--- src/hw/rtl/ssf_pkg.sv ---
`timescale 1ns / 1ps

package ssf_pkg;

    localparam int MAX_NODES = 32;
    localparam int ROW_WIDTH = 32;
    localparam int NODE_W    = $clog2(MAX_NODES);
    localparam int COUNT_W   = $clog2(MAX_NODES + 1);

    typedef struct packed {
        logic [ROW_WIDTH-1:0] row_bits;
        logic                 last_row;
    } in_item_t;

    typedef struct packed {
        logic [NODE_W-1:0]  node_index;
        logic [COUNT_W-1:0] subtour_length;
        logic               full_tour;
        logic               last;
    } out_item_t;

    // A count of zero behaves as one node; anything above the table size is clipped.
    function automatic logic [COUNT_W-1:0] effective_nodes(input logic [COUNT_W-1:0] nc);
        logic [COUNT_W-1:0] n;
        n = nc;
        if (nc == '0)
        begin
            n = COUNT_W'(1);
        end
        else if (nc > COUNT_W'(MAX_NODES))
        begin
            n = COUNT_W'(MAX_NODES);
        end
        return n;
    endfunction

    function automatic logic [ROW_WIDTH-1:0] node_mask(input logic [COUNT_W-1:0] n);
        logic [ROW_WIDTH-1:0] m;
        if (n >= COUNT_W'(ROW_WIDTH))
        begin
            m = '1;
        end
        else
        begin
            m = (ROW_WIDTH'(1) << n) - ROW_WIDTH'(1);
        end
        return m;
    endfunction

endpackage

--- src/hw/rtl/ssf_lowest_set.sv ---
`timescale 1ns / 1ps

module ssf_lowest_set
    import ssf_pkg::*;
(
    input  logic [ROW_WIDTH-1:0] word,
    output logic [NODE_W-1:0]    index,
    output logic                 found
);

    // Scanning from the top down leaves the lowest set bit as the final pick.
    always_comb
    begin
        index = '0;
        for (int i = ROW_WIDTH - 1; i >= 0; i--)
        begin
            if (word[i])
            begin
                index = NODE_W'(i);
            end
        end
        found = |word;
    end

endmodule

--- src/hw/rtl/shortest_subtour_finder.sv ---
`timescale 1ns / 1ps

// Shortest subtour finder. Rows of a thresholded 0/1 edge matrix are loaded one per cycle,
// row 0 first; the row flagged last_row starts the search, and in_stall stays high until
// the whole result has been delivered. The search walks every cycle of the selected edges,
// starting each at the lowest unvisited node and stepping to the lowest unvisited neighbor,
// and passes through a setup state, one step per node visited, one more step to close each
// cycle found and a final check, all through a single lowest-set-bit encoder and a registered
// read of the edge memory. The first shortest cycle is then sent out in walk order, one
// transfer per node. Every transfer carries the cycle length and a flag that is set when
// that cycle covers all nodes in use.
// node_count may be written only while the block is idle.

module shortest_subtour_finder
    import ssf_pkg::*;
(
    input  logic               clk,
    input  logic               rst_n,
    input  logic               in_valid,
    output logic               in_stall,
    input  in_item_t           in_data,
    output logic               out_valid,
    input  logic               out_stall,
    output out_item_t          out_data,
    input  logic               cfg_we,
    input  logic [COUNT_W-1:0] cfg_data
);

    typedef enum logic [2:0] {
        ST_IDLE,
        ST_INIT,
        ST_NEW_WALK,
        ST_STEP,
        ST_EMIT_READ,
        ST_EMIT_HOLD
    } state_t;

    state_t               state_reg;
    logic [COUNT_W-1:0]   node_count_reg;
    logic [COUNT_W-1:0]   row_cnt_reg;
    logic [ROW_WIDTH-1:0] visited_reg;
    logic [COUNT_W-1:0]   start_reg;
    logic [COUNT_W-1:0]   len_reg;
    logic [NODE_W-1:0]    best_start_reg;
    logic [COUNT_W-1:0]   best_len_reg;
    logic [COUNT_W-1:0]   emit_cnt_reg;
    logic                 out_valid_reg;
    logic                 out_full_reg;
    logic                 out_last_reg;

    logic [ROW_WIDTH-1:0] edge_mem [MAX_NODES];
    logic [NODE_W-1:0]    walk_mem [MAX_NODES];
    logic [ROW_WIDTH-1:0] edge_rd_reg;
    logic [NODE_W-1:0]    walk_rd_reg;

    logic [COUNT_W-1:0]   n_eff;
    logic [ROW_WIDTH-1:0] nmask;
    logic [ROW_WIDTH-1:0] unvisited;
    logic [ROW_WIDTH-1:0] cand;
    logic [ROW_WIDTH-1:0] enc_word;
    logic [NODE_W-1:0]    enc_index;
    logic                 enc_found;
    logic                 in_xfer;
    logic                 row_we;
    logic                 walk_end;
    logic                 search_done;
    logic                 walk_we;
    logic [NODE_W-1:0]    walk_waddr;
    logic [COUNT_W-1:0]   walk_pos;
    logic [NODE_W-1:0]    walk_raddr;
    logic                 walk_re;
    logic                 edge_re;

    assign n_eff     = effective_nodes(node_count_reg);
    assign nmask     = node_mask(n_eff);
    assign unvisited = ~visited_reg & nmask;
    assign cand      = edge_rd_reg & ~visited_reg & nmask;
    assign enc_word  = (state_reg == ST_STEP) ? cand : unvisited;

    ssf_lowest_set u_lowest (
        .word  (enc_word),
        .index (enc_index),
        .found (enc_found)
    );

    assign in_stall    = (state_reg != ST_IDLE);
    assign in_xfer     = in_valid && !in_stall;
    assign row_we      = in_xfer && (row_cnt_reg < COUNT_W'(MAX_NODES));
    assign walk_end    = !enc_found || (len_reg >= n_eff);
    assign search_done = (start_reg >= n_eff) || !enc_found;
    assign walk_pos    = COUNT_W'(start_reg + len_reg);

    always_comb
    begin
        walk_we    = 1'b0;
        walk_waddr = start_reg[NODE_W-1:0];
        edge_re    = 1'b0;
        unique case (state_reg)
            ST_NEW_WALK:
            begin
                walk_we = !search_done;
                edge_re = !search_done;
            end
            ST_STEP:
            begin
                walk_we    = !walk_end;
                edge_re    = !walk_end;
                walk_waddr = walk_pos[NODE_W-1:0];
            end
            default:
            begin
                walk_we = 1'b0;
            end
        endcase
    end

    assign walk_re    = (state_reg == ST_EMIT_READ);
    assign walk_raddr = NODE_W'(best_start_reg + emit_cnt_reg[NODE_W-1:0]);

    always_ff @(posedge clk)
    begin
        if (row_we)
        begin
            edge_mem[row_cnt_reg[NODE_W-1:0]] <= in_data.row_bits;
        end
        if (edge_re)
        begin
            edge_rd_reg <= edge_mem[enc_index];
        end
        if (walk_we)
        begin
            walk_mem[walk_waddr] <= enc_index;
        end
        if (walk_re)
        begin
            walk_rd_reg <= walk_mem[walk_raddr];
        end
    end

    always_ff @(posedge clk or negedge rst_n)
    begin
        if (!rst_n)
        begin
            state_reg      <= ST_IDLE;
            node_count_reg <= COUNT_W'(32);
            row_cnt_reg    <= '0;
            visited_reg    <= '0;
            start_reg      <= '0;
            len_reg        <= '0;
            best_start_reg <= '0;
            best_len_reg   <= COUNT_W'(33);
            emit_cnt_reg   <= '0;
            out_valid_reg  <= 1'b0;
            out_full_reg   <= 1'b0;
            out_last_reg   <= 1'b0;
        end
        else
        begin
            if (cfg_we)
            begin
                node_count_reg <= cfg_data;
            end
            unique case (state_reg)
                ST_IDLE:
                begin
                    if (in_xfer)
                    begin
                        if (row_we)
                        begin
                            row_cnt_reg <= COUNT_W'(row_cnt_reg + 1'b1);
                        end
                        if (in_data.last_row)
                        begin
                            state_reg <= ST_INIT;
                        end
                    end
                end
                ST_INIT:
                begin
                    visited_reg    <= '0;
                    start_reg      <= '0;
                    best_start_reg <= '0;
                    best_len_reg   <= COUNT_W'(n_eff + 1'b1);
                    row_cnt_reg    <= '0;
                    state_reg      <= ST_NEW_WALK;
                end
                ST_NEW_WALK:
                begin
                    if (search_done)
                    begin
                        emit_cnt_reg <= '0;
                        state_reg    <= ST_EMIT_READ;
                    end
                    else
                    begin
                        visited_reg[enc_index] <= 1'b1;
                        len_reg                <= COUNT_W'(1);
                        state_reg              <= ST_STEP;
                    end
                end
                ST_STEP:
                begin
                    if (walk_end)
                    begin
                        // Strictly shorter only, so the first of equal cycles is kept.
                        if (len_reg < best_len_reg)
                        begin
                            best_len_reg   <= len_reg;
                            best_start_reg <= start_reg[NODE_W-1:0];
                        end
                        start_reg <= walk_pos;
                        state_reg <= ST_NEW_WALK;
                    end
                    else
                    begin
                        visited_reg[enc_index] <= 1'b1;
                        len_reg                <= COUNT_W'(len_reg + 1'b1);
                    end
                end
                ST_EMIT_READ:
                begin
                    out_full_reg  <= (best_len_reg == n_eff);
                    out_last_reg  <= (COUNT_W'(emit_cnt_reg + 1'b1) == best_len_reg);
                    out_valid_reg <= 1'b1;
                    state_reg     <= ST_EMIT_HOLD;
                end
                ST_EMIT_HOLD:
                begin
                    if (!out_stall)
                    begin
                        out_valid_reg <= 1'b0;
                        emit_cnt_reg  <= COUNT_W'(emit_cnt_reg + 1'b1);
                        state_reg     <= out_last_reg ? ST_IDLE : ST_EMIT_READ;
                    end
                end
                default:
                begin
                    state_reg <= ST_IDLE;
                end
            endcase
        end
    end

    assign out_valid               = out_valid_reg;
    assign out_data.node_index     = walk_rd_reg;
    assign out_data.subtour_length = best_len_reg;
    assign out_data.full_tour      = out_full_reg;
    assign out_data.last           = out_last_reg;

endmodule
--- config.mk ---
export PLATFORM = sky130hd
export DESIGN_NAME = shortest_subtour_finder
export DESIGN_NICKNAME = d
export VERILOG_FILES = /design/src/hw/rtl/ssf_pkg.sv /design/src/hw/rtl/ssf_lowest_set.sv /design/src/hw/rtl/shortest_subtour_finder.sv
export SDC_FILE = /design/constraint.sdc
export NUM_CORES = 2
export LEC_CHECK = 0
export BUFFER_PORTS_ARGS = -buffer_cell sky130_fd_sc_hd__buf_2
export CORE_ASPECT_RATIO = 2
export CORE_MARGIN = 1.5
export CORE_UTILIZATION = 57
export DETAILED_ROUTE_END_ITERATION = 8
export GPL_ROUTABILITY_DRIVEN = 0
export PLACE_DENSITY = 0.72
export SLEW_MARGIN = 20
export SYNTH_ARGS = -nofsm -noshare
export SYNTH_HDL_FRONTEND = slang
export SYNTH_HIERARCHICAL = 1
export SYNTH_SLANG_ARGS = --single-unit
--- constraint.sdc ---
create_clock -name clk -period 7 [get_ports clk]
set_input_delay 0.7 -clock clk [delete_from_list [all_inputs] [get_ports clk]]
set_output_delay 0.7 -clock clk [all_outputs]
set_load 0.01 [all_outputs]
### Word level (Yosys, flattened, before mapping)

Memory sizes are Yosys's and may differ from the RTL's. A register that Yosys moved wholly into a read port is not among the register bits.
Cells that the tools add are included.

| storage, ports and cells | value |
|---|---|
| output and inout port bits | 15 |
| memories | 2 |
| memory bits (writable) | 1184 |
| word-level logic and storage cells | 151 |
| input bits | 44 |
| register bits after elaboration | 79 |

Memories:

| memory | depth | bits a word | read ports | clocked after memory_dff | write ports | line | text |
|---|---|---|---|---|---|---|---|
| edge_mem | 32 | 32 | 1 | 1 | 1 | shortest_subtour_finder.sv:51 | `logic [ROW_WIDTH-1:0] edge_mem [MAX_NODES];` |
| walk_mem | 32 | 5 | 1 | 1 | 1 | shortest_subtour_finder.sv:52 | `logic [NODE_W-1:0] walk_mem [MAX_NODES];` |

| cells by class | value |
|---|---|
| mux-type cells | 73 |
| bitwise gates (word level) | 5 |
| equal/unequal tests | 16 |
| reductions and logical operators | 27 |
| shift-type cells | 1 |
| magnitude comparators | 8 |
| add/sub/neg operators | 7 |

Operators with widths:

| operator | count |
|---|---|
| $mux W5 | 35 |
| $mux W32 | 4 |
| $and A32 B32 Y32 | 3 |
| $pmux W32 S3 | 1 |
| $mux W6 | 11 |
| $pmux W6 S2 | 5 |
| $not A32 Y32 | 1 |
| $or A32 B32 Y32 | 1 |
| $reduce_or A32 Y1 | 1 |
| $shl A1 B6 Y32 const A | 1 |
| $sub A32 B2 Y32 const B | 1 |
| $add A6 B1 Y6 const B | 4 |
| $mux W3 | 6 |
| $pmux W3 S6 | 1 |
| $ne A2 B2 Y1 const B | 8 |
| $reduce_and A3 Y1 | 5 |
| $eq A6 B6 Y1 | 2 |
| $ge A6 B6 Y1 | 2 |
| $pmux W5 S2 | 1 |
| $reduce_bool A2 Y1 | 5 |
| $add A6 B6 Y6 | 1 |
| $eq A3 B2 Y1 const B | 2 |
| $eq A3 B3 Y1 const B | 2 |
| $ge A6 B6 Y1 const B | 1 |
| 19 further kinds | 33 |

### Longest topological paths before layout

| depth | value |
|---|---|
| word-level depth | 47 |
| mapped depth | 26 |

### Cells and area by module

Netlist, hierarchy kept.

By module, submodules not included:

| module | cells an instance | area an instance (um2) | times used |
|---|---|---|---|
| shortest_subtour_finder | 2655 | 51719.6 | 1 |
| ssf_lowest_set | 65 | 385.4 | 1 |

### Least setup slack after synthesis

No wires, ideal clock.

| path | value |
|---|---|
| path kind | reg-to-reg |
| start point | reg node_count_reg[5] |
| end point | reg edge_rd_reg[26], read port of edge_mem, data pin |
| slack | -0.380 ns |
| path buffers | 5 |
| library setup time | 0.268 ns |
| period minus slack after synthesis | 7.380 ns |
| arrival time | 7.112 ns |
| cell stages (with the launch flop) | 23 |
| data required time | 6.732 ns |
| path through | dfstp_2 > buf_4 > clkinv_1 > clkbuf_1 > nand2_1 > inv_1 > ha_1 > ha_1 > or4_4 > nor2_4 > o21ai_2 > or4_1 > a211oi_2 > a2111oi_0 > o31ai_1 > o2111ai_1 > a221oi_1 > clkbuf_1 > buf_2 > buf_1 > mux4_2 > a22oi_1 > nand4_1 |

RTL lines:

| item | line | text |
|---|---|---|
| from (decl) | shortest_subtour_finder.sv:39 | `logic [COUNT_W-1:0] node_count_reg;` |
| from (signal assigned) | shortest_subtour_finder.sv:161 | `node_count_reg <= cfg_data;` |
| $gt A6 B6 Y1 | ssf_pkg.sv:30 | `else if (nc > COUNT_W'(MAX_NODES))` |
| $mux W6 | ssf_pkg.sv:30 |  |
| $mux W6 * | ssf_pkg.sv:26 | `if (nc == '0)` |
| $shl A1 B6 Y32 | ssf_pkg.sv:45 | `m = (ROW_WIDTH'(1) << n) - ROW_WIDTH'(1);` |
| $sub A32 B2 Y32 | ssf_pkg.sv:45 |  |
| $mux W32 * | ssf_pkg.sv:39 | `if (n >= COUNT_W'(ROW_WIDTH))` |
| $and A32 B32 Y32, on equally long branches | shortest_subtour_finder.sv:76, shortest_subtour_finder.sv:77 |  |
| $mux W32 * | shortest_subtour_finder.sv:78 | `assign enc_word = (state_reg == ST_STEP) ? cand : unvisited;` |
| net enc_word[25] | shortest_subtour_finder.sv:60 | `logic [ROW_WIDTH-1:0] enc_word;` |
| $mux W5 * (26 in series) | ssf_lowest_set.sv:17 | `if (word[i])` |
| net enc_index[0] | shortest_subtour_finder.sv:61 | `logic [NODE_W-1:0] enc_index;` |
| to (decl) | shortest_subtour_finder.sv:53 | `logic [ROW_WIDTH-1:0] edge_rd_reg;` |

The timed path passes the listed nets; every way through them passes the cells marked *.
A chain may end at the register's enable or synchronous reset.

### Worst setup path in the final report

| path | value |
|---|---|
| start point | reg node_count_reg[3] |
| end point | reg edge_rd_reg[24], read port of edge_mem, data pin |

RTL lines:

| item | line |
|---|---|
| $gt A6 B6 Y1 | ssf_pkg.sv:30 |
| $mux W6 | ssf_pkg.sv:30 |
| $mux W6 * | ssf_pkg.sv:26 |
| $shl A1 B6 Y32 | ssf_pkg.sv:45 |
| $sub A32 B2 Y32 | ssf_pkg.sv:45 |
| $mux W32 * | ssf_pkg.sv:39 |
| $and A32 B32 Y32, on equally long branches | shortest_subtour_finder.sv:76, shortest_subtour_finder.sv:77 |
| $mux W32 * | shortest_subtour_finder.sv:78 |
| net enc_word[16] | shortest_subtour_finder.sv:60 |
| $mux W5 * (17 in series) | ssf_lowest_set.sv:17 |
| net enc_index[0] | shortest_subtour_finder.sv:61 |

Marked as above.

==> results.md <==
* Layout cells sized above 1 at 24.1%
* Seq cells post-synth at 1300
* DP Area at 0.0545 sq mm
* Clock Sinks at 1300
* Max cap viols at 0
* Mapped Cells at 2720
* Commonest non-fill, non-tap cell in the layout: edfxtp_1
* # DRC at 0
* Core area at 0.0906 sq mm
* Post-Syn Nets at 2805
* PwrDens at 428 mW/mm^2
* Skew-Pair Late Insertion Delay at 740 ps
* Post-DP HPWL at 82200 microns
* Syn avg cell area at 19.2 sq um
* WS Path Type: register to register
* Design Area, Final at 0.0582 sq mm
* Max Used Layer: met5
* Endpoint class of the critical path: register
* Tmin final at 6780 ps
* Measured slew at the worst slew-check pin at 1230 ps
* CTS Hold Bufs at 0
* Met3 WL at 11600 microns
* Synth top area share at 70.4%
* Overflow after GRT at 0
* PnR Total Power at 0.0249 W
* Gr usage total at 30.7%
* Iteration-0 DRC Markers at 3443
* Post-layout util at 64.3%
* Vias per Instance at 6.91
* Number of distinct library cells after synthesis at 82
* Ranking of synthesized cells by area: edfxtp_1 (70%), mux4_2 (13%), dfrtp_1 (3.6%)
* Warnings from Yosys at 6
* VDD IR max at 0.662 mV
* Cell Rows at 156
* I/O Pins at 59
* First-pass GRT wire length at 201000 microns
* DR pass1 iterations at 8
* Antenna Nets Post-Route at 0
* Fmax at 148 MHz
* Synth-to-Final Area Change at 11.8%
* Number of flops mapped to enable cells by yosys at 1221
* TritonCTS clock tree: yes
* Setup-failing EPs final at 0
* Synth area leader: edfxtp_1
* Leak at 18.6 nW
* Max Slew Vio Count at 0
* Met2 routed WL at 72800 microns
* Via count at 28500
* Pin count of the biggest net entering global routing at 80
* Area of the mapped netlist at 0.0521 sq mm
* Fraction of registers with async set/reset at 6.08%
* Post-route clock period utilization at 96.8%
* Hold Path Class: input pin to async pin
* Synth Flop Type: edfxtp_1
* Clk pin slew, worst setup/hold paths at 70 ps
* Clock skew at 39.5 ps
* Max FFs per register at 1024
* CTS H-tree depth at 3
* Fin. Hold Viols at 0
* Die area at 0.0933 sq mm
* Register area share after synthesis at 74.2%
* Initial core utilization at 57.5%
* Initial antenna violation count at 11
* Wire length per cell at 34.1 microns
* Die height at 431 microns
* Number of global-route vias before repair at 29100
* Worst slew margin at 17.1%
* PortBufs at 58
* Crit path DAT at 7200 ps
* Max clock buf depth at 3
* CP Launch Type: register
* Root Driver: clkbuf_16
* Peak fanout along the critical path at 16
* Cts bufs inserted at 105
* Data required, critical path at 7420 ps
* Status: finished clean
* Layout net count at 2923
* Die width at 217 microns
* Total Wirelength at 140000 microns
* M1 WL at 45400 microns
* Most frequent cells in the layout: edfxtp_1 (1221), mux4_2 (296), nor2_1 (162)
==> critical path, cell delays in order (launching register included) <==
cell and delay (ps):
dfrtp_1 380, nor2_1 320, a21oi_1 140, nor2_2 300
inv_1 110, ha_1 430, nand3_1 290, ha_1 360
inv_1 140, nor3b_4 450, a211oi_1 160, nor4_2 570
inv_1 90, a21oi_1 150, o21ai_0 120, a2111oi_0 760
a221oi_4 210, buf_4 240, buf_4 230, mux4_2 450
a22oi_1 300, nand4_1 270
==> cell type report <==
class / instances / area [sq um]
Fill cell: 5954 / 32300
Clock inverter: 76 / 882
Timing Repair Buffer: 160 / 1230
Clock buffer: 123 / 2780
Antenna cell: 5 / 12.5
Multi-Input combinational cell: 1235 / 13100
Tap cell: 1185 / 1480
Sequential cell: 1300 / 38600
Inverter: 36 / 135
==> through the flow <==
stage / hold slack, ps / std cells / setup TNS (ps) / setup WS (ps)
3_3_place_gp: 477 / 3911 / 0 / 158
2_1_floorplan: 404 / 2720 / 0 / 190
4_1_cts: 170 / 4110 / 0 / 116
3_5_place_dp: 486 / 3911 / 0 / 37.1
5_1_grt: 63.5 / 4120 / -6.30 / -6.30
6_report: 7.72 / 4120 / 0 / 221
==> cells in the mapped netlist (all sizes together) (6+ instances only) <==
master and count:
nand4 39, xor2 13, mux2i 19, and3 17
edfxtp 1221, a41oi 33, nor3b 9, a21oi 38
xnor2 27, nor4 13, a21o 13, o211ai 7
nand2 102, nor2b 10, o31ai 10, inv 34
or4 7, nand3b 8, a211oi 25, mux4 296
a22oi 128, o21ai 36, dfrtp 76, mux2 8
nand3 26, nor3 22, and2 6, clkbuf 94
ha 39, nand2b 9, buf 55, nor2 200
a31oi 9
==> metal layers <==
metal  GRT usage (%)  vias to the layer above
met1            35.4                    14800
met5               0                        -
met4            19.9                        6
met3            4.93                      489
li1                -                    11400
met2            53.1                     1754
==> cells by family (layout without fill, tap and decap cells) <==
logic type                 after synthesis  count (layout)  share of synthesized area [%]
DFF                                   1300            1300                           74.2
and+or+nand+nor                        481             481                           4.42
AOI/OAI and AO/OA                      350             350                           4.94
muxes                                  323             323                           13.3
buffers and inverters                  185             395                           1.46
adders and majority gates               41              41                           1.01
xor gates and xnor gates                40              40                          0.672
other                                    0               5                              0
==> power breakdown <==
group,internal (W),total (W),leakage [nW],switching (W)
clock,0.00350,0.00628,1.77,0.00278
combinational,0.00415,0.00912,4.91,0.00498
sequential,0.00915,0.00952,12.0,0.000375
total,0.0168,0.0249,18.6,0.00813
==> worst paths after layout <==
kind / end / cells after the start / startpoint / slack [ps]
worst min-delay path: start_reg[0] / 1 / rst_n / 8
worst min register to register: out_full_reg / 1 / out_full_reg / 500
max in group asynchronous: visited_reg[14] / 1 / rst_n / 6440
worst max register to register: edge_rd_reg[24] / 21 / node_count_reg[3] / 220
worst max-delay path: edge_rd_reg[24] / 21 / node_count_reg[3] / 220
min in group clk: node_count_reg[0] / 2 / cfg_data[0] / 240
==> timing repair <==
| item | CTS | global route |
|---|---|---|
| endpoints found under the setup margin | 12 | 193 |
| pin swaps | 0 | 3 |
| gates cloned | 0 | 1 |
| gates resized for setup | 1 | 9 |
| hold endpoints to repair | 0 | 0 |
| setup buffers | 0 | 4 |
Power figures use the tool's default switching activity.
